--- src/rtl/mqttd_pkg.sv ---
// Shared types, codes and constants of the MQTT receive deframer.
// No dependencies; used by every rtl file and by the checker.
package mqttd_pkg;

    localparam int unsigned LEN_W       = 28;
    localparam int unsigned QUEUE_DEPTH = 2;

    // Reset value of the remaining length limit (8 MiB)
    localparam logic [LEN_W-1:0] MAX_LEN_RESET = 28'd8388608;

    // Byte roles
    localparam logic [2:0] ROLE_FIXED   = 3'd0;
    localparam logic [2:0] ROLE_LENGTH  = 3'd1;
    localparam logic [2:0] ROLE_VARHDR  = 3'd2;
    localparam logic [2:0] ROLE_PAYLOAD = 3'd3;
    localparam logic [2:0] ROLE_DISCARD = 3'd4;

    // Error codes
    localparam logic [1:0] ERR_NONE      = 2'd0;
    localparam logic [1:0] ERR_TOO_LONG  = 2'd1;
    localparam logic [1:0] ERR_MALFORMED = 2'd2;
    localparam logic [1:0] ERR_BAD_TYPE  = 2'd3;

    // Control packet types
    localparam logic [3:0] PKT_NONE     = 4'd0;
    localparam logic [3:0] PKT_CONNACK  = 4'd2;
    localparam logic [3:0] PKT_PUBLISH  = 4'd3;
    localparam logic [3:0] PKT_PUBACK   = 4'd4;
    localparam logic [3:0] PKT_PUBREC   = 4'd5;
    localparam logic [3:0] PKT_PUBREL   = 4'd6;
    localparam logic [3:0] PKT_PUBCOMP  = 4'd7;
    localparam logic [3:0] PKT_SUBACK   = 4'd9;
    localparam logic [3:0] PKT_UNSUBACK = 4'd11;
    localparam logic [3:0] PKT_PINGREQ  = 4'd12;
    localparam logic [3:0] PKT_PINGRESP = 4'd13;

    // One classified byte as it travels from the front to the back
    typedef struct packed {
        logic [7:0] data;
        logic       more;     // continuation bit of a length byte
        logic [6:0] group;    // 7-bit length group
        logic [3:0] nibble;   // type field if this is a fixed header
        logic [1:0] qos;      // qos field if this is a fixed header
    } entry_t;

endpackage

--- src/rtl/mqttd_front.sv ---
// Input side of the deframer: accepts bytes and splits them into fields.
// Depends on mqttd_pkg; feeds the queue.
module mqttd_front
(
    input  logic              in_valid,
    output logic              in_ready,
    input  logic [7:0]        rx_byte,
    output logic              push_valid,
    input  logic              push_ready,
    output mqttd_pkg::entry_t push_data
);

    // Pass the handshake through to the queue
    assign push_valid = in_valid;
    assign in_ready   = push_ready;

    // Split the byte into the fields each role needs
    always_comb
    begin
        push_data.data   = rx_byte;
        push_data.more   = rx_byte[7];
        push_data.group  = rx_byte[6:0];
        push_data.nibble = rx_byte[7:4];
        push_data.qos    = rx_byte[2:1];
    end

endmodule

--- src/rtl/mqttd_queue.sv ---
// Short queue of classified bytes between the front and the back.
// Depends on mqttd_pkg for the entry type.
module mqttd_queue #(
    parameter int unsigned DEPTH = mqttd_pkg::QUEUE_DEPTH
)
(
    input  logic              clk,
    input  logic              rst_n,
    input  logic              push_valid,
    output logic              push_ready,
    input  mqttd_pkg::entry_t push_data,
    output logic              pop_valid,
    input  logic              pop_ready,
    output mqttd_pkg::entry_t pop_data
);

    localparam int unsigned PTR_W = (DEPTH > 1) ? $clog2(DEPTH) : 1;
    localparam int unsigned CNT_W = $clog2(DEPTH + 1);
    localparam logic [PTR_W-1:0] LAST    = PTR_W'(DEPTH - 1);
    localparam logic [CNT_W-1:0] CNT_MAX = CNT_W'(DEPTH);

    mqttd_pkg::entry_t slot_reg [DEPTH];
    logic [PTR_W-1:0]  wr_ptr_reg, wr_ptr_next;
    logic [PTR_W-1:0]  rd_ptr_reg, rd_ptr_next;
    logic [CNT_W-1:0]  count_reg, count_next;
    logic              push, pop;

    assign push_ready = (count_reg != CNT_MAX);
    assign pop_valid  = (count_reg != '0);
    assign pop_data   = slot_reg[rd_ptr_reg];
    assign push       = push_valid && push_ready;
    assign pop        = pop_valid && pop_ready;

    // Advance pointers and occupancy
    always_comb
    begin
        wr_ptr_next = wr_ptr_reg;
        rd_ptr_next = rd_ptr_reg;
        count_next  = count_reg;
        if (push)
        begin
            wr_ptr_next = (wr_ptr_reg == LAST) ? '0 : wr_ptr_reg + 1'b1;
        end
        if (pop)
        begin
            rd_ptr_next = (rd_ptr_reg == LAST) ? '0 : rd_ptr_reg + 1'b1;
        end
        if (push && !pop)
        begin
            count_next = count_reg + 1'b1;
        end
        else if (pop && !push)
        begin
            count_next = count_reg - 1'b1;
        end
    end

    always_ff @(posedge clk or negedge rst_n)
    begin
        if (!rst_n)
        begin
            wr_ptr_reg <= '0;
            rd_ptr_reg <= '0;
            count_reg  <= '0;
        end
        else
        begin
            wr_ptr_reg <= wr_ptr_next;
            rd_ptr_reg <= rd_ptr_next;
            count_reg  <= count_next;
        end
    end

    // Store entries
    always_ff @(posedge clk)
    begin
        if (push)
        begin
            slot_reg[wr_ptr_reg] <= push_data;
        end
    end

endmodule

--- src/rtl/mqttd_back.sv ---
// Packet parser and result register of the deframer.
// Depends on mqttd_pkg; takes classified bytes from the queue.
module mqttd_back
(
    input  logic                           clk,
    input  logic                           rst_n,
    input  logic                           cfg_write_en,
    input  logic [mqttd_pkg::LEN_W-1:0]    cfg_write_data,
    input  logic                           pop_valid,
    output logic                           pop_ready,
    input  mqttd_pkg::entry_t              pop_data,
    output logic                           out_valid,
    input  logic                           out_ready,
    output logic [7:0]                     data_byte,
    output logic [2:0]                     byte_role,
    output logic [3:0]                     packet_type,
    output logic [1:0]                     qos_level,
    output logic [mqttd_pkg::LEN_W-1:0]    remaining_length,
    output logic                           end_of_packet,
    output logic [15:0]                    packet_id,
    output logic                           packet_id_valid,
    output logic [3:0]                     reply_type,
    output logic [1:0]                     fault_code
);

    localparam int unsigned LEN_W = mqttd_pkg::LEN_W;

    localparam logic [1:0] PH_HEADER = 2'd0;
    localparam logic [1:0] PH_LENGTH = 2'd1;
    localparam logic [1:0] PH_BODY   = 2'd2;

    localparam logic [16:0] POS_MAX = 17'h1FFFF;

    function automatic logic is_ack(input logic [3:0] t);
        is_ack = (t == mqttd_pkg::PKT_PUBACK)  || (t == mqttd_pkg::PKT_PUBREC) ||
                 (t == mqttd_pkg::PKT_PUBREL)  || (t == mqttd_pkg::PKT_PUBCOMP) ||
                 (t == mqttd_pkg::PKT_SUBACK)  || (t == mqttd_pkg::PKT_UNSUBACK);
    endfunction

    function automatic logic is_handled(input logic [3:0] t);
        is_handled = (t inside {[mqttd_pkg::PKT_CONNACK:mqttd_pkg::PKT_PUBCOMP]}) ||
                     (t == mqttd_pkg::PKT_SUBACK) ||
                     (t inside {[mqttd_pkg::PKT_UNSUBACK:mqttd_pkg::PKT_PINGRESP]});
    endfunction

    // Place a 7-bit group at its weight in the length
    function automatic logic [LEN_W-1:0] place_group(input logic [6:0] g,
                                                     input logic [1:0] idx);
        case (idx)
            2'd0:    place_group = {21'd0, g};
            2'd1:    place_group = {14'd0, g, 7'd0};
            2'd2:    place_group = {7'd0, g, 14'd0};
            2'd3:    place_group = {g, 21'd0};
            default: place_group = '0;
        endcase
    endfunction

    typedef struct packed {
        logic [7:0]       data;
        logic [2:0]       role;
        logic [3:0]       ptype;
        logic [1:0]       qos;
        logic [LEN_W-1:0] rlen;
        logic             eop;
        logic [15:0]      id;
        logic             id_valid;
        logic [3:0]       reply;
        logic [1:0]       err;
    } result_t;

    logic [LEN_W-1:0] max_len_reg;
    logic [1:0]       phase_reg, phase_next;
    logic [LEN_W-1:0] len_acc_reg, len_acc_next;
    logic [2:0]       len_cnt_reg, len_cnt_next;
    logic [LEN_W-1:0] left_reg, left_next;
    logic [3:0]       type_reg, type_next;
    logic [1:0]       qos_reg, qos_next;
    logic [15:0]      topic_reg, topic_next;
    logic [16:0]      pos_reg, pos_next;
    logic [15:0]      id_reg, id_next;
    logic             halted_reg, halted_next;
    logic             out_valid_reg;
    result_t          res_reg, res;
    logic             take;
    logic [16:0]      topic_end;
    logic             id_done;

    assign pop_ready = !out_valid_reg || out_ready;
    assign take      = pop_valid && pop_ready;
    assign topic_end = {1'b0, topic_reg} + 17'd2;

    // Parse one byte: next state and its result
    always_comb
    begin
        phase_next  = phase_reg;
        len_acc_next = len_acc_reg;
        len_cnt_next = len_cnt_reg;
        left_next   = left_reg;
        type_next   = type_reg;
        qos_next    = qos_reg;
        topic_next  = topic_reg;
        pos_next    = pos_reg;
        id_next     = id_reg;
        halted_next = halted_reg;
        res         = '0;
        res.data    = pop_data.data;
        res.role    = mqttd_pkg::ROLE_DISCARD;

        if (!halted_reg)
        begin
            case (phase_reg)
                PH_HEADER:
                begin
                    res.role     = mqttd_pkg::ROLE_FIXED;
                    type_next    = pop_data.nibble;
                    qos_next     = pop_data.qos;
                    len_acc_next = '0;
                    len_cnt_next = '0;
                    left_next    = '0;
                    topic_next   = '0;
                    pos_next     = '0;
                    id_next      = '0;
                    phase_next   = PH_LENGTH;
                end
                PH_LENGTH:
                begin
                    res.role = mqttd_pkg::ROLE_LENGTH;
                    if (len_cnt_reg[2])
                    begin
                        res.err     = mqttd_pkg::ERR_MALFORMED;
                        halted_next = 1'b1;
                    end
                    else
                    begin
                        len_acc_next = len_acc_reg |
                                       place_group(pop_data.group, len_cnt_reg[1:0]);
                        len_cnt_next = len_cnt_reg + 3'd1;
                        if (!pop_data.more)
                        begin
                            if (len_acc_next > max_len_reg)
                            begin
                                res.err     = mqttd_pkg::ERR_TOO_LONG;
                                halted_next = 1'b1;
                            end
                            else if (len_acc_next == '0)
                            begin
                                res.eop = 1'b1;
                            end
                            else
                            begin
                                left_next  = len_acc_next;
                                phase_next = PH_BODY;
                            end
                        end
                    end
                end
                PH_BODY:
                begin
                    res.role = mqttd_pkg::ROLE_PAYLOAD;
                    if (type_reg == mqttd_pkg::PKT_PUBLISH)
                    begin
                        if (pos_reg < 17'd2)
                        begin
                            res.role = mqttd_pkg::ROLE_VARHDR;
                            if (pos_reg == 17'd0)
                            begin
                                topic_next = {pop_data.data, 8'd0};
                            end
                            else
                            begin
                                topic_next = topic_reg | {8'd0, pop_data.data};
                            end
                        end
                        else if (pos_reg < topic_end)
                        begin
                            res.role = mqttd_pkg::ROLE_VARHDR;
                        end
                        else if (qos_reg != 2'd0 && pos_reg < topic_end + 17'd2)
                        begin
                            res.role = mqttd_pkg::ROLE_VARHDR;
                            if (pos_reg == topic_end)
                            begin
                                id_next = {pop_data.data, 8'd0};
                            end
                            else
                            begin
                                id_next = id_reg | {8'd0, pop_data.data};
                            end
                        end
                    end
                    else if (is_ack(type_reg))
                    begin
                        if (pos_reg < 17'd2)
                        begin
                            res.role = mqttd_pkg::ROLE_VARHDR;
                            if (pos_reg == 17'd0)
                            begin
                                id_next = {pop_data.data, 8'd0};
                            end
                            else
                            begin
                                id_next = id_reg | {8'd0, pop_data.data};
                            end
                        end
                    end
                    else if (type_reg == mqttd_pkg::PKT_CONNACK)
                    begin
                        if (pos_reg < 17'd2)
                        begin
                            res.role = mqttd_pkg::ROLE_VARHDR;
                        end
                    end
                    pos_next  = (pos_reg < POS_MAX) ? pos_reg + 17'd1 : POS_MAX;
                    left_next = (left_reg != '0) ? left_reg - 1'b1 : '0;
                    if (left_next == '0)
                    begin
                        res.eop = 1'b1;
                    end
                end
                default:
                begin
                    phase_next = PH_HEADER;
                end
            endcase

            // Close the packet: owed reply or unexpected type
            if (res.eop)
            begin
                if (!is_handled(type_next))
                begin
                    res.err     = mqttd_pkg::ERR_BAD_TYPE;
                    halted_next = 1'b1;
                end
                else
                begin
                    phase_next = PH_HEADER;
                    case (type_next)
                        mqttd_pkg::PKT_PUBLISH:
                        begin
                            if (qos_next == 2'd1)
                            begin
                                res.reply = mqttd_pkg::PKT_PUBACK;
                            end
                            else if (qos_next == 2'd2)
                            begin
                                res.reply = mqttd_pkg::PKT_PUBREC;
                            end
                        end
                        mqttd_pkg::PKT_PUBREC:  res.reply = mqttd_pkg::PKT_PUBREL;
                        mqttd_pkg::PKT_PUBREL:  res.reply = mqttd_pkg::PKT_PUBCOMP;
                        mqttd_pkg::PKT_PINGREQ: res.reply = mqttd_pkg::PKT_PINGRESP;
                        default:                res.reply = mqttd_pkg::PKT_NONE;
                    endcase
                end
            end

            res.ptype = type_next;
            res.qos   = qos_next;
            res.rlen  = (res.role == mqttd_pkg::ROLE_FIXED) ? '0 : len_acc_next;
            if (res.role != mqttd_pkg::ROLE_FIXED && id_done)
            begin
                res.id       = id_next;
                res.id_valid = 1'b1;
            end
        end
    end

    // Identifier is complete once both of its bytes are in
    always_comb
    begin
        id_done = 1'b0;
        if (type_next == mqttd_pkg::PKT_PUBLISH)
        begin
            id_done = (qos_next != 2'd0) && (pos_next >= 17'd2) &&
                      (pos_next >= {1'b0, topic_next} + 17'd4);
        end
        else if (is_ack(type_next))
        begin
            id_done = (pos_next >= 17'd2);
        end
    end

    // Hold the limit register
    always_ff @(posedge clk or negedge rst_n)
    begin
        if (!rst_n)
        begin
            max_len_reg <= mqttd_pkg::MAX_LEN_RESET;
        end
        else if (cfg_write_en)
        begin
            max_len_reg <= cfg_write_data;
        end
    end

    // Advance parser state on each taken byte
    always_ff @(posedge clk or negedge rst_n)
    begin
        if (!rst_n)
        begin
            phase_reg   <= PH_HEADER;
            len_acc_reg <= '0;
            len_cnt_reg <= '0;
            left_reg    <= '0;
            type_reg    <= '0;
            qos_reg     <= '0;
            topic_reg   <= '0;
            pos_reg     <= '0;
            id_reg      <= '0;
            halted_reg  <= 1'b0;
        end
        else if (take)
        begin
            phase_reg   <= phase_next;
            len_acc_reg <= len_acc_next;
            len_cnt_reg <= len_cnt_next;
            left_reg    <= left_next;
            type_reg    <= type_next;
            qos_reg     <= qos_next;
            topic_reg   <= topic_next;
            pos_reg     <= pos_next;
            id_reg      <= id_next;
            halted_reg  <= halted_next;
        end
    end

    // Output register: load on take, drop when delivered
    always_ff @(posedge clk or negedge rst_n)
    begin
        if (!rst_n)
        begin
            out_valid_reg <= 1'b0;
        end
        else if (take)
        begin
            out_valid_reg <= 1'b1;
        end
        else if (out_ready)
        begin
            out_valid_reg <= 1'b0;
        end
    end

    always_ff @(posedge clk)
    begin
        if (take)
        begin
            res_reg <= res;
        end
    end

    assign out_valid        = out_valid_reg;
    assign data_byte        = res_reg.data;
    assign byte_role        = res_reg.role;
    assign packet_type      = res_reg.ptype;
    assign qos_level        = res_reg.qos;
    assign remaining_length = res_reg.rlen;
    assign end_of_packet    = res_reg.eop;
    assign packet_id        = res_reg.id;
    assign packet_id_valid  = res_reg.id_valid;
    assign reply_type       = res_reg.reply;
    assign fault_code       = res_reg.err;

endmodule

--- src/rtl/mqtt_rx_packet_deframer_unit.sv ---
// Byte-serial MQTT receive deframer: one result per byte, one byte per clock
// sustained when the output is not stalled. A byte is classified in the front,
// waits in a queue of QUEUE_DEPTH entries, and is parsed by the back, whose
// result is registered and on the outputs in the cycle after the back takes
// the byte. The rate is set by the parse step in the back unit. The limit
// register resets to 8388608 and the user must write it only while idle,
// through cfg_write_en/cfg_write_data; the block itself does not enforce it.
// After any error every following byte comes out as discarded until reset.
// Depends on mqttd_pkg, mqttd_front, mqttd_queue and mqttd_back.
module mqtt_rx_packet_deframer_unit #(
    parameter int unsigned QUEUE_DEPTH = mqttd_pkg::QUEUE_DEPTH
)
(
    input  logic                        clk,
    input  logic                        rst_n,
    input  logic                        cfg_write_en,
    input  logic [mqttd_pkg::LEN_W-1:0] cfg_write_data,
    input  logic                        in_valid,
    output logic                        in_ready,
    input  logic [7:0]                  rx_byte,
    output logic                        out_valid,
    input  logic                        out_ready,
    output logic [7:0]                  data_byte,
    output logic [2:0]                  byte_role,
    output logic [3:0]                  packet_type,
    output logic [1:0]                  qos_level,
    output logic [mqttd_pkg::LEN_W-1:0] remaining_length,
    output logic                        end_of_packet,
    output logic [15:0]                 packet_id,
    output logic                        packet_id_valid,
    output logic [3:0]                  reply_type,
    output logic [1:0]                  fault_code
);

    logic              push_valid, push_ready;
    logic              pop_valid, pop_ready;
    mqttd_pkg::entry_t push_data, pop_data;

    mqttd_front u_front
    (
        .in_valid   (in_valid),
        .in_ready   (in_ready),
        .rx_byte    (rx_byte),
        .push_valid (push_valid),
        .push_ready (push_ready),
        .push_data  (push_data)
    );

    mqttd_queue #(
        .DEPTH (QUEUE_DEPTH)
    ) u_queue
    (
        .clk        (clk),
        .rst_n      (rst_n),
        .push_valid (push_valid),
        .push_ready (push_ready),
        .push_data  (push_data),
        .pop_valid  (pop_valid),
        .pop_ready  (pop_ready),
        .pop_data   (pop_data)
    );

    mqttd_back u_back
    (
        .clk              (clk),
        .rst_n            (rst_n),
        .cfg_write_en     (cfg_write_en),
        .cfg_write_data   (cfg_write_data),
        .pop_valid        (pop_valid),
        .pop_ready        (pop_ready),
        .pop_data         (pop_data),
        .out_valid        (out_valid),
        .out_ready        (out_ready),
        .data_byte        (data_byte),
        .byte_role        (byte_role),
        .packet_type      (packet_type),
        .qos_level        (qos_level),
        .remaining_length (remaining_length),
        .end_of_packet    (end_of_packet),
        .packet_id        (packet_id),
        .packet_id_valid  (packet_id_valid),
        .reply_type       (reply_type),
        .fault_code       (fault_code)
    );

endmodule

--- config.mk ---
export PLATFORM = sky130hd
export DESIGN_NAME = mqtt_rx_packet_deframer_unit
export DESIGN_NICKNAME = d
export VERILOG_FILES = /design/src/rtl/mqttd_pkg.sv /design/src/rtl/mqttd_front.sv /design/src/rtl/mqttd_queue.sv /design/src/rtl/mqttd_back.sv /design/src/rtl/mqtt_rx_packet_deframer_unit.sv
export SDC_FILE = /design/constraint.sdc
export NUM_CORES = 1
export LEC_CHECK = 0
export BUFFER_PORTS_ARGS = -buffer_cell sky130_fd_sc_hd__clkbuf_2
export CAP_MARGIN = 10
export CORE_ASPECT_RATIO = 1.75
export CORE_UTILIZATION = 40
export CTS_BUF_LIST = sky130_fd_sc_hd__clkbuf_2
export DETAILED_ROUTE_END_ITERATION = 10
export GPL_TIMING_DRIVEN = 0
export PLACE_DENSITY = 0.61
export SETUP_SLACK_MARGIN = 0.3
export SLEW_MARGIN = 0
export SYNTH_ARGS = -nofsm -noshare
export SYNTH_HDL_FRONTEND = slang
export SYNTH_SLANG_ARGS = --single-unit
--- constraint.sdc ---
create_clock -name clk -period 9.5 [get_ports clk]
set_clock_uncertainty 0.05 [all_clocks]
set_input_delay 1.9 -clock clk [delete_from_list [all_inputs] [get_ports clk]]
set_output_delay 1.9 -clock clk [all_outputs]
set_load 0.05 [all_outputs]
# After elaboration in Yosys (flattened, before gate mapping)

Memories as Yosys holds them, arrays and structs flattened.
Cells that the tools add are included.

$add $sub $neg: 10
$lt $le $gt $ge: 11
Equality and inequality tests: 33
Muxes and demuxes: 87
Bitwise logic cells: 7
Reduce and logical (&&, ||, !) cells: 48

Operators by type and width:

| operator                                             | count |
|---|---|
| two-way mux 28 bit                                   | 9 |
| two-way mux 16 bit                                   | 12 |
| one-hot mux 28 bit (4 select lines)                  | 1 |
| one-hot mux 28 bit (3 select lines)                  | 1 |
| one-hot mux 16 bit (2 select lines)                  | 2 |
| logical NOT 28 bit                                   | 2 |
| one-hot mux 28 bit (2 select lines)                  | 1 |
| equality test 4 x 3 -> 1 bit (second input constant) | 10 |
| < comparator 17 bit                                  | 2 |
| two-way mux 17 bit                                   | 2 |
| one-hot mux 17 bit (2 select lines)                  | 1 |
| two-way mux 2 bit                                    | 16 |
| bitwise OR 16 x 8 -> 16 bit                          | 2 |
| greater-than comparator 28 bit                       | 1 |
| bitwise OR 28 bit                                    | 1 |
| nonzero test 28 bit                                  | 1 |
| subtractor 28 x 1 -> 28 bit (second input constant)  | 1 |
| two-way mux 1 bit                                    | 25 |
| equality test 4 bit (second input constant)          | 6 |
| two-way mux 3 bit                                    | 8 |
| adder 16 x 2 -> 17 bit (second input constant)       | 1 |
| adder 16 x 3 -> 17 bit (second input constant)       | 1 |
| adder 17 x 1 -> 17 bit (second input constant)       | 1 |
| adder 17 x 2 -> 17 bit (second input constant)       | 1 |
| other kinds (38)                                     | 88 |

Register bits: 219
RAM bits: 44
Memories: 1

Memory list:

| memory           | words | width | read ports | clocked after memory_dff | wr ports | RTL line          | source |
|---|---|---|---|---|---|---|---|
| u_queue.slot_reg | 2     | 22    | 1          | 0                        | 1        | mqttd_queue.sv:22 | `mqttd_pkg::entry_t slot_reg [DEPTH];` |

# Longest topological paths before layout

Gate-level depths: netlist of the first run.

Word-level depth: 15
Depth in mapped cells: 24

# Cells and area by module

Synthesis of the first run repeated with hierarchy kept, for this count alone.

Cells, all modules: 1737
Area, all modules: 16323.2 um^2

By module, submodules not included:

| module      | times used | cells an instance | area an instance (um^2) |
|---|---|---|---|
| mqttd_back  | 1          | 1627              | 14355.0 |
| mqttd_queue | 1          | 86                | 1788.0 |
| mqttd_front | 1          | 24                | 180.2 |

# Worst setup path after synthesis of the first run

Ideal clock, no wire load.

Kind: input to register
Start point: in out_ready
End point: reg u_back.res_reg, in the netlist u_back.byte_role[0], enable pin
Arrival: 4670 ps
Required time: 8990 ps
Path slack: 4320 ps
Stages: 5
Buffers on the path: 2
Cell sequence: nand2b_1 o21ai_1 inv_1 clkbuf_1 buf_1

Word-level cells in the longest chain between the ends: 2

RTL lines:

| element              | RTL line                           | source |
|---|---|---|
| start, declared      | mqtt_rx_packet_deframer_unit.sv:22 | `input logic out_ready,` |
| logical OR 1 bit     | mqttd_back.sv:88                   | `assign pop_ready = !out_valid_reg \|\| out_ready;` |
| logical AND 1 bit    | mqttd_back.sv:89                   | `assign take = pop_valid && pop_ready;` |
| via u_back.take      | mqttd_back.sv:84                   | `logic take;` |
| end signal, assigned | mqttd_back.sv:348                  | `res_reg <= res;` |
| end, declared        | mqttd_back.sv:83                   | `result_t res_reg, res;` |

The timed path passes the listed nets, and every way through them passes these cells.
A chain may end at the register's enable or synchronous reset.

# Worst setup path in the final report of the first run

Start point: reg u_back.pos_reg[3]
End point: reg u_back.res_reg, in the netlist u_back.packet_id[14], data pin

Word-level cells in the longest chain between the ends: 13
Elaborated cells on any way between the ends: 45

RTL lines:

| element                                                                              | RTL line          | source |
|---|---|---|
| start, declared                                                                      | mqttd_back.sv:79  | `logic [16:0] pos_reg, pos_next;` |
| start signal, assigned                                                               | mqttd_back.sv:321 | `pos_reg <= pos_next;` |
| parallel branches: the longest is 2 deep, another holds < comparator 17 x 2 -> 1 bit | --                |  |
| two-way mux 16 bit *                                                                 | mqttd_back.sv:162 | `if (pos_reg < 17'd2)` |
| two-way mux 16 bit *                                                                 | mqttd_back.sv:160 | `if (type_reg == mqttd_pkg::PKT_PUBLISH)` |
| one-hot mux 16 bit (2 select lines) *                                                | mqttd_back.sv:111 | `case (phase_reg)` |
| two-way mux 16 bit *                                                                 | mqttd_back.sv:109 | `if (!halted_reg)` |
| via u_back.topic_next[2]                                                             | mqttd_back.sv:78  | `logic [15:0] topic_reg, topic_next;` |
| adder 16 x 3 -> 17 bit *                                                             | mqttd_back.sv:275 | `(pos_next >= {1'b0, topic_next} + 17'd4);` |
| greater-or-equal comparator 17 bit *                                                 | mqttd_back.sv:275 |  |
| logical AND 1 bit *                                                                  | mqttd_back.sv:274 | `id_done = (qos_next != 2'd0) && (pos_next >= 17'd2) &&` |
| two-way mux 1 bit *                                                                  | mqttd_back.sv:272 | `if (type_next == mqttd_pkg::PKT_PUBLISH)` |
| logical AND 1 bit *                                                                  | mqttd_back.sv:260 | `if (res.role != mqttd_pkg::ROLE_FIXED && id_done)` |
| inverter 1 bit (no line) *                                                           | --                |  |
| OR reduction 2 bit (no line) *                                                       | --                |  |

Mark *: on every way through the listed nets, which the timed path passes. The select of a mux whose other input is x is not followed.

==> reports/metrics.csv, run 1 <==
stage,metric,value,unit
drt,first_pass_iters,6,
synthesis,synth_edf_count,85,
power,swShare,55.08,%
synthesis,synth_seq_cells,235,
synthesis,yosys.area_share.simple,19.15,%
clocking,htreeDepth,2,
clocking,cts_tree,built,
place,dpl_worst_slack,2.707,ns
layout,num-nets-final,2046,
layout,final_util,45.39,%
clocking,clock_path_buffers,3,
floorplan,initial_core_util,40.72,%
drt,drt_iter0_drc,1178,
sta,period_needed,7.004,ns
worst_setup_path,cp_slowest_stage_delay,0.57,ns
clocking,clkTransAtPathRegs,0.12,ns
worst_setup_path,regToRegSetupSlack,2.50,ns
layout,area_growth,11.47,%
sta,period_share,73.72,%
place,gp_congestion,0.9628,
grt,grtUsageTotal,28.85,%
synthesis,synth_top_family_by_area,compound AO/OA/AOI/OAI gates,
floorplan,num_io_pins,112,
clocking,clk_latency,1.01,ns
drt,antenna_left,0,
worst_setup_path,path_max_fanout,10,
sta,fin_setup_tns,0,ns
job,cap_violations,0,
run_status,status,completed,
worst_setup_path,crit_type,reg2reg,
drt,wl_met3,2777,um
clocking,cts_resized,0,
grt,gr-total-overflow,0,
worst_setup_path,crit_family,compound AO/OA/AOI/OAI gates,
clocking,postCtsSetupBuffers,0,
place,port_buffers,110,
drt,wirelength,56040,um
sta,fin_ws,2.496,ns
floorplan,core_area,37750,um^2
worst_setup_path,critPathLaunchType,flip-flop,
sta,finalSetupViolations,0,
synthesis,synth_ff_type,dfrtp_1,
drt,drc,0,
power,combPwrFrac,60.0,%
synthesis,synth_xor_area_share,2.621,%
place,place_area,16600,um^2
power,p_total,5.816,mW
synthesis,synth_mux_area_share,1.839,%
power,pwr-share-clk,12.2,%
grt,grt_pass1_vias,14340,
synthesis,syn_nets,1875,
sta,rsz0062_at_grt,no,
grt,grt_pass1_wl,83970,um
power,p_int,2.613,mW
min_path,min_path_type,reg2reg,
synthesis,netlist_area,15370,um^2
worst_setup_path,critPathBufInv,3,
synthesis,synth_fa_ha_area_share,7.895,%
grt,antenna_found_initial,1,
floorplan,die_x,150.2,um
floorplan,dieArea,39250,um^2
power,power.switching,3.204,mW
drt,drt-met1-wl,19150,um
sta,finalHoldViolCount,0,
layout,drive_above_1_share,13.25,%
drt,routed_via_density,5.908,
grt,grt_max_degree,83,
synthesis,ys_types,91,
sta,drv_slew,0,
drt,vias,14390,
place,hpwl,42760,um
drt,top_layer_used,met4,
worst_setup_path,crit_chain,nor4_1 > nand4_1 > nor3_1 > clkbuf_1 > a22o_1 > ha_1 > a21boi_1 > and3_1 > nand2_1 > xor2_1 > ha_1 > a21o_1 > a21o_1 > a21oi_1 > o21ai_0 > o21ai_0 > o211a_1 > buf_1 > clkbuf_1 > a211oi_1,
sta,max_freq,0.1428,GHz
drt,routedWlPerCell,23.01,um
clocking,numCtsBuffers,56,
power,seqPwrFrac,27.7,%
synthesis,syn_inst,1737,
power,p_per_area,339.4,nW/um^2
clocking,cts_root_buf,clkbuf_2,
sta,tightest_slew,1.088,ns
sta,relSlewSlack,25.42,%
worst_setup_path,crit_arrival,7.58,ns
synthesis,yosysSeqAreaShare,41.03,%
worst_setup_path,cp.required,10.07,ns
clocking,cts_hold_buffers,0,
worst_setup_path,endpoint_kind,flip-flop,
floorplan,dieHeight,261.3,um
worst_setup_path,critPathSlowestCell,nand4_1,
power,ir_drop,0.0001381,V
layout,layout_common_cells,"nand2_1, clkbuf_2, o21ai_0",
synthesis,synth_compound_area_share,22.71,%
layout,layout_commonest_cell,nand2_1,
synthesis,syn_avg_cell_area,8.851,um^2
layout,fillCellCount,3748,
floorplan,rows,94,
drt,wl_met2,28600,um
power,leakagePower,7.554,nW
clocking,clock-sinks,235,
synthesis,synthArstFlopShare,63.83,%
layout,final_area,17140,um^2
synthesis,yosys_warnings,0,
[worst paths after layout]
check,from,endpoint,cells past startpoint
worst min-delay path,u_back.out_valid,u_back.out_valid,2
worst min register to register,u_back.out_valid,u_back.out_valid,2
max in group asynchronous,rst_n,u_back.id_reg[8],2
worst max-delay path,u_back.pos_reg[3],u_back.packet_id[14],20
worst max register to register,u_back.pos_reg[3],u_back.packet_id[14],20
min in group asynchronous,rst_n,u_back.pos_reg[5],1
[worst register-to-register path, cell delays in order, from the launching register on]
cell	delay, ns
dfrtp_1	0.53
nor4_1	0.40
nand4_1	0.57
nor3_1	0.57
clkbuf_1	0.42
a22o_1	0.29
ha_1	0.22
a21boi_1	0.35
and3_1	0.28
nand2_1	0.09
xor2_1	0.33
ha_1	0.32
a21o_1	0.16
a21o_1	0.16
a21oi_1	0.14
o21ai_0	0.30
o21ai_0	0.27
o211a_1	0.17
buf_1	0.37
clkbuf_1	0.47
a211oi_1	0.19
[routing by layer]
metal  up-vias  global-route usage, %
li1       6758                      -
met5         -                      0
met4         0                  26.01
met3       234                  3.815
met2       590                  51.68
met1      6810                  28.77
[cells in the mapped netlist (17+ instances only)]
cell	n	area share (%)
nand4_1	40	1.6
ha_1	97	7.9
o21ai_0	168	5.5
clkbuf_1	88	2.1
a21o_1	55	2.7
o21ai_1	39	1.3
a21oi_1	121	3.9
nand2_1	189	4.6
o31ai_1	19	0.93
xor2_1	23	1.3
dfrtp_1	149	24
nand2b_1	20	0.81
edfxtp_1	85	17
xnor2_1	23	1.3
a211oi_1	26	1.3
nor4_1	22	0.90
nor3_1	45	1.5
nor2_1	136	3.3
a22o_1	17	0.97
inv_1	75	1.8
nand3_1	34	1.1
[metrics by stage]
step           hold slack (ns)  instances
2_1_floorplan           0.4108       1737
3_3_place_gp            0.4290       2327
3_5_place_dp            0.4468       2330
4_1_cts                 0.4736       2435
5_1_grt                 0.4960       2436
6_report                0.4657       2436
[power groups by stage]
stage | Sequential, mW | Clock [mW] | Combinational, mW
final | 1.61 | 0.712 | 3.49
after global routing | 1.64 | 0.775 | 3.75
after CTS | 1.61 | 0.735 | 3.46
after detailed placement | 1.63 | 0 | 3.45
after global placement | 1.64 | 0 | 3.40
after floorplan | 2.01 | 0 | 1.97
[cell families (layout without fill, tap and decap cells)]
group,after synthesis,count (layout)
buffers and inverters,185,403
AO/OA/AOI/OAI,559,559
adder cells (fa/ha/maj),97,97
other,0,1
AND/OR/NAND/NOR,591,591
flip-flops,235,235
XOR/XNOR,46,46
multiplexers,24,24
[layout make-up]
type                    count  area [um^2]  share of cell area [%]
diodes                      1        2.502                 0.01460
inverters                  80        302.8                   1.767
clock buffers              71        355.3                   2.074
flip-flops and latches    235         6307                   36.81
plain buffers             105        430.4                   2.512
repair buffers            113        626.9                   3.658
multi-input cells        1317         8334                   48.63
clock inverters            34        176.4                   1.029
well taps                 480        600.6                   3.505
(Power assumes the default switching activity.)
==> run 2, diff against run 1 <==
ABC_AREA = 1   (was unset)
clock period = 6.8 ns   (was 9.5 ns; I/O delays follow)
==> reports/metrics.csv, run 2 <==
stage,metric,value,unit
worst_setup_path,critPathLaunchType,flip-flop,
power,ir_drop,0.0002013,V
clocking,cts_root_buf,clkbuf_2,
sta,drv_slew,0,
layout,layoutNonFillerInstCount,2869,
clocking,htreeDepth,2,
sta,period_needed,5.625,ns
run_status,status,completed,
synthesis,synth_seq_cells,235,
drt,antenna_left,0,
worst_setup_path,cpMostUsedCell,nand3_1,
worst_setup_path,critPathBufInv,6,
place,port_buffers,110,
sta,period_share,82.72,%
synthesis,ys_top_cells_by_area,"dfrtp_1, edfxtp_1, nand2_1, ha_1, o21ai_0",
synthesis,syn_nets,2292,
floorplan,num_io_pins,112,
worst_setup_path,crit_family,simple AND/OR/NAND/NOR gates,
grt,grt_max_degree,78,
min_path,min_path_type,in2async,
synthesis,synthTopCellsByCount,"nand2_1, inv_1, o21ai_0",
sta,finalSetupViolations,0,
sta,tightest_slew,1.028,ns
worst_setup_path,endpoint_kind,flip-flop,
drt,wl_met2,29090,um
drt,wl_met3,2462,um
worst_setup_path,cp.required,7.49,ns
sta,finalHoldViolCount,0,
grt,grt_pass1_vias,15700,
drt,routedWlPerCell,19.59,um
floorplan,core_area,39400,um^2
grt,antenna_found_initial,1,
floorplan,dieArea,40980,um^2
drt,first_pass_iters,5,
power,swShare,48.82,%
synthesis,yosysTopAreaCellShare,23.22,%
synthesis,syn_avg_cell_area,7.454,um^2
power,power.switching,2.555,mW
power,combPwrFrac,43.8,%
power,p_per_area,293.0,nW/um^2
synthesis,yosys.area.top_type,dfrtp_1,
drt,drt-met1-wl,18840,um
clocking,clk_latency,0.98,ns
clocking,clock_path_buffers,3,
synthesis,syn_inst,2154,
synthesis,synth_ff_type,dfrtp_1,
power,seqPwrFrac,36.6,%
clocking,postCtsSetupBuffers,0,
layout,layout_common_cells,"nand2_1, inv_1, o21ai_0",
layout,num-nets-final,2465,
layout,fillCellCount,4003,
sta,holdWs,0.3555,ns
place,gp_congestion,0.9369,
floorplan,die_x,153.5,um
grt,grtUsageTotal,27.65,%
worst_setup_path,cp_slowest_stage_delay,0.45,ns
sta,rsz0062_at_grt,no,
power,pwr-share-clk,19.6,%
clocking,clock-sinks,235,
worst_setup_path,critPathSlowestCell,dfrtp_1,
clocking,cts_resized,0,
grt,gr-total-overflow,0,
synthesis,yosysSeqAreaShare,39.28,%
sta,relSlewSlack,30.86,%
sta,fin_setup_tns,0,ns
clocking,clkTransAtPathRegs,0.13,ns
layout,drive_above_1_share,13.80,%
place,hpwl,43710,um
grt,grt_pass1_wl,85870,um
job,cap_violations,0,
worst_setup_path,crit_arrival,6.32,ns
place,dp.cells,2756,
worst_setup_path,crit_type,reg2reg,
layout,area_growth,11.23,%
synthesis,ys_types,61,
clocking,cts_tree,built,
drt,wirelength,56220,um
drt,drt_iter0_drc,966,
drt,routed_via_density,5.458,
clocking,cts_hold_buffers,0,
synthesis,synthArstFlopShare,63.83,%
worst_setup_path,path_max_fanout,10,
sta,max_freq,0.1778,GHz
floorplan,initial_core_util,40.76,%
floorplan,dieHeight,267.0,um
synthesis,netlist_area,16060,um^2
power,p_int,2.678,mW
drt,vias,15660,
synthesis,yosys_warnings,0,
power,leakagePower,8.820,nW
drt,top_layer_used,met4,
synthesis,yosysMostFrequentCell,nand2_1,
synthesis,synth_edf_count,85,
drt,drc,0,
layout,layout_commonest_cell,nand2_1,
clocking,numCtsBuffers,59,
floorplan,rows,96,
==> run 2: cell types whose count changed after synthesis, moves of 19 or more <==
| cell | before | now |
|---|---|---|
| a211oi_1 | 26 | 1 |
| a21o_1 | 55 | 4 |
| a21oi_1 | 121 | 85 |
| clkbuf_1 | 88 | 43 |
| inv_1 | 75 | 245 |
| nand2_1 | 189 | 584 |
| nand2b_1 | 20 | 0 |
| nand3_1 | 34 | 127 |
| nor2_1 | 136 | 196 |
| nor3_1 | 45 | 21 |
| nor4_1 | 22 | 3 |
| o21ai_0 | 168 | 204 |
==> run 2: cell type report <==
type,instances,area (um^2),area share (%)
Multi-Input combinational cell,1588,8414,47.11
Tap cell,490,613.1,3.433
Sequential cell,235,6307,35.32
Inverter,263,992.2,5.556
Timing Repair Buffer,112,614.3,3.440
Clock inverter,26,143.9,0.8057
Clock buffer,84,420.4,2.354
Antenna cell,3,7.507,0.04203
Buffer,68,346.6,1.941
==> run 2: metal layers <==
metal  vias up  GRT usage, %
met1      7307         25.64
li1       7541             -
met3       237         3.637
met5         -             0
met2       573         51.38
met4         0         27.03
==> run 2: power by group through the flow <==
stage / Clock [mW] / Combinational, mW / Sequential [mW]
after global placement: 0 / 2.21 / 1.97
after CTS: 1.05 / 2.28 / 1.92
after floorplan: 0 / 0.983 / 2.52
after global routing: 1.12 / 2.46 / 1.94
final: 1.03 / 2.29 / 1.91
after detailed placement: 0 / 2.27 / 1.95
==> run 2: worst paths after layout <==
kind / end / startpoint / slack, ns / depth (start not counted)
setup / recovery: u_back.packet_id[4] / u_back.phase_reg[0] / 1.18 / 25
max in group asynchronous: u_back.left_reg[5] / rst_n / 5.41 / 2
min in group clk: u_queue.count_reg[0] / u_queue.count_reg[0] / 0.43 / 1
hold reg to reg: u_queue.count_reg[0] / u_queue.count_reg[0] / 0.43 / 1
setup reg to reg: u_back.packet_id[4] / u_back.phase_reg[0] / 1.18 / 25
hold / removal: u_back.len_acc_reg[27] / rst_n / 0.36 / 1
==> run 2: cells by family (layout without fill, tap and decap cells) <==
kind of cell | after synthesis | count (layout) | share of synthesized area, %
AO/OA/AOI/OAI | 417 | 417 | 15.06
buffers and inverters | 331 | 553 | 8.314
other | 0 | 3 | 0
flip-flops | 235 | 235 | 39.28
AND/OR/NAND/NOR | 1041 | 1041 | 27.97
XOR/XNOR | 32 | 32 | 1.746
multiplexers | 1 | 1 | 0.07013
adder cells (fa/ha/maj) | 97 | 97 | 7.559
==> run 2: per-stage QoR <==
stage               total power, mW  cell area, um^2  utilization [%]  setup WS [ns]
finish                        5.234            17860            45.33          1.175
global route                  5.519            17860            45.33         0.8282
CTS                           5.248            17850            45.31          1.336
detailed placement            4.217            17290            43.88          1.422
global placement              4.185            17220            43.71         0.7241
floorplan                     3.498            16060                -          2.530
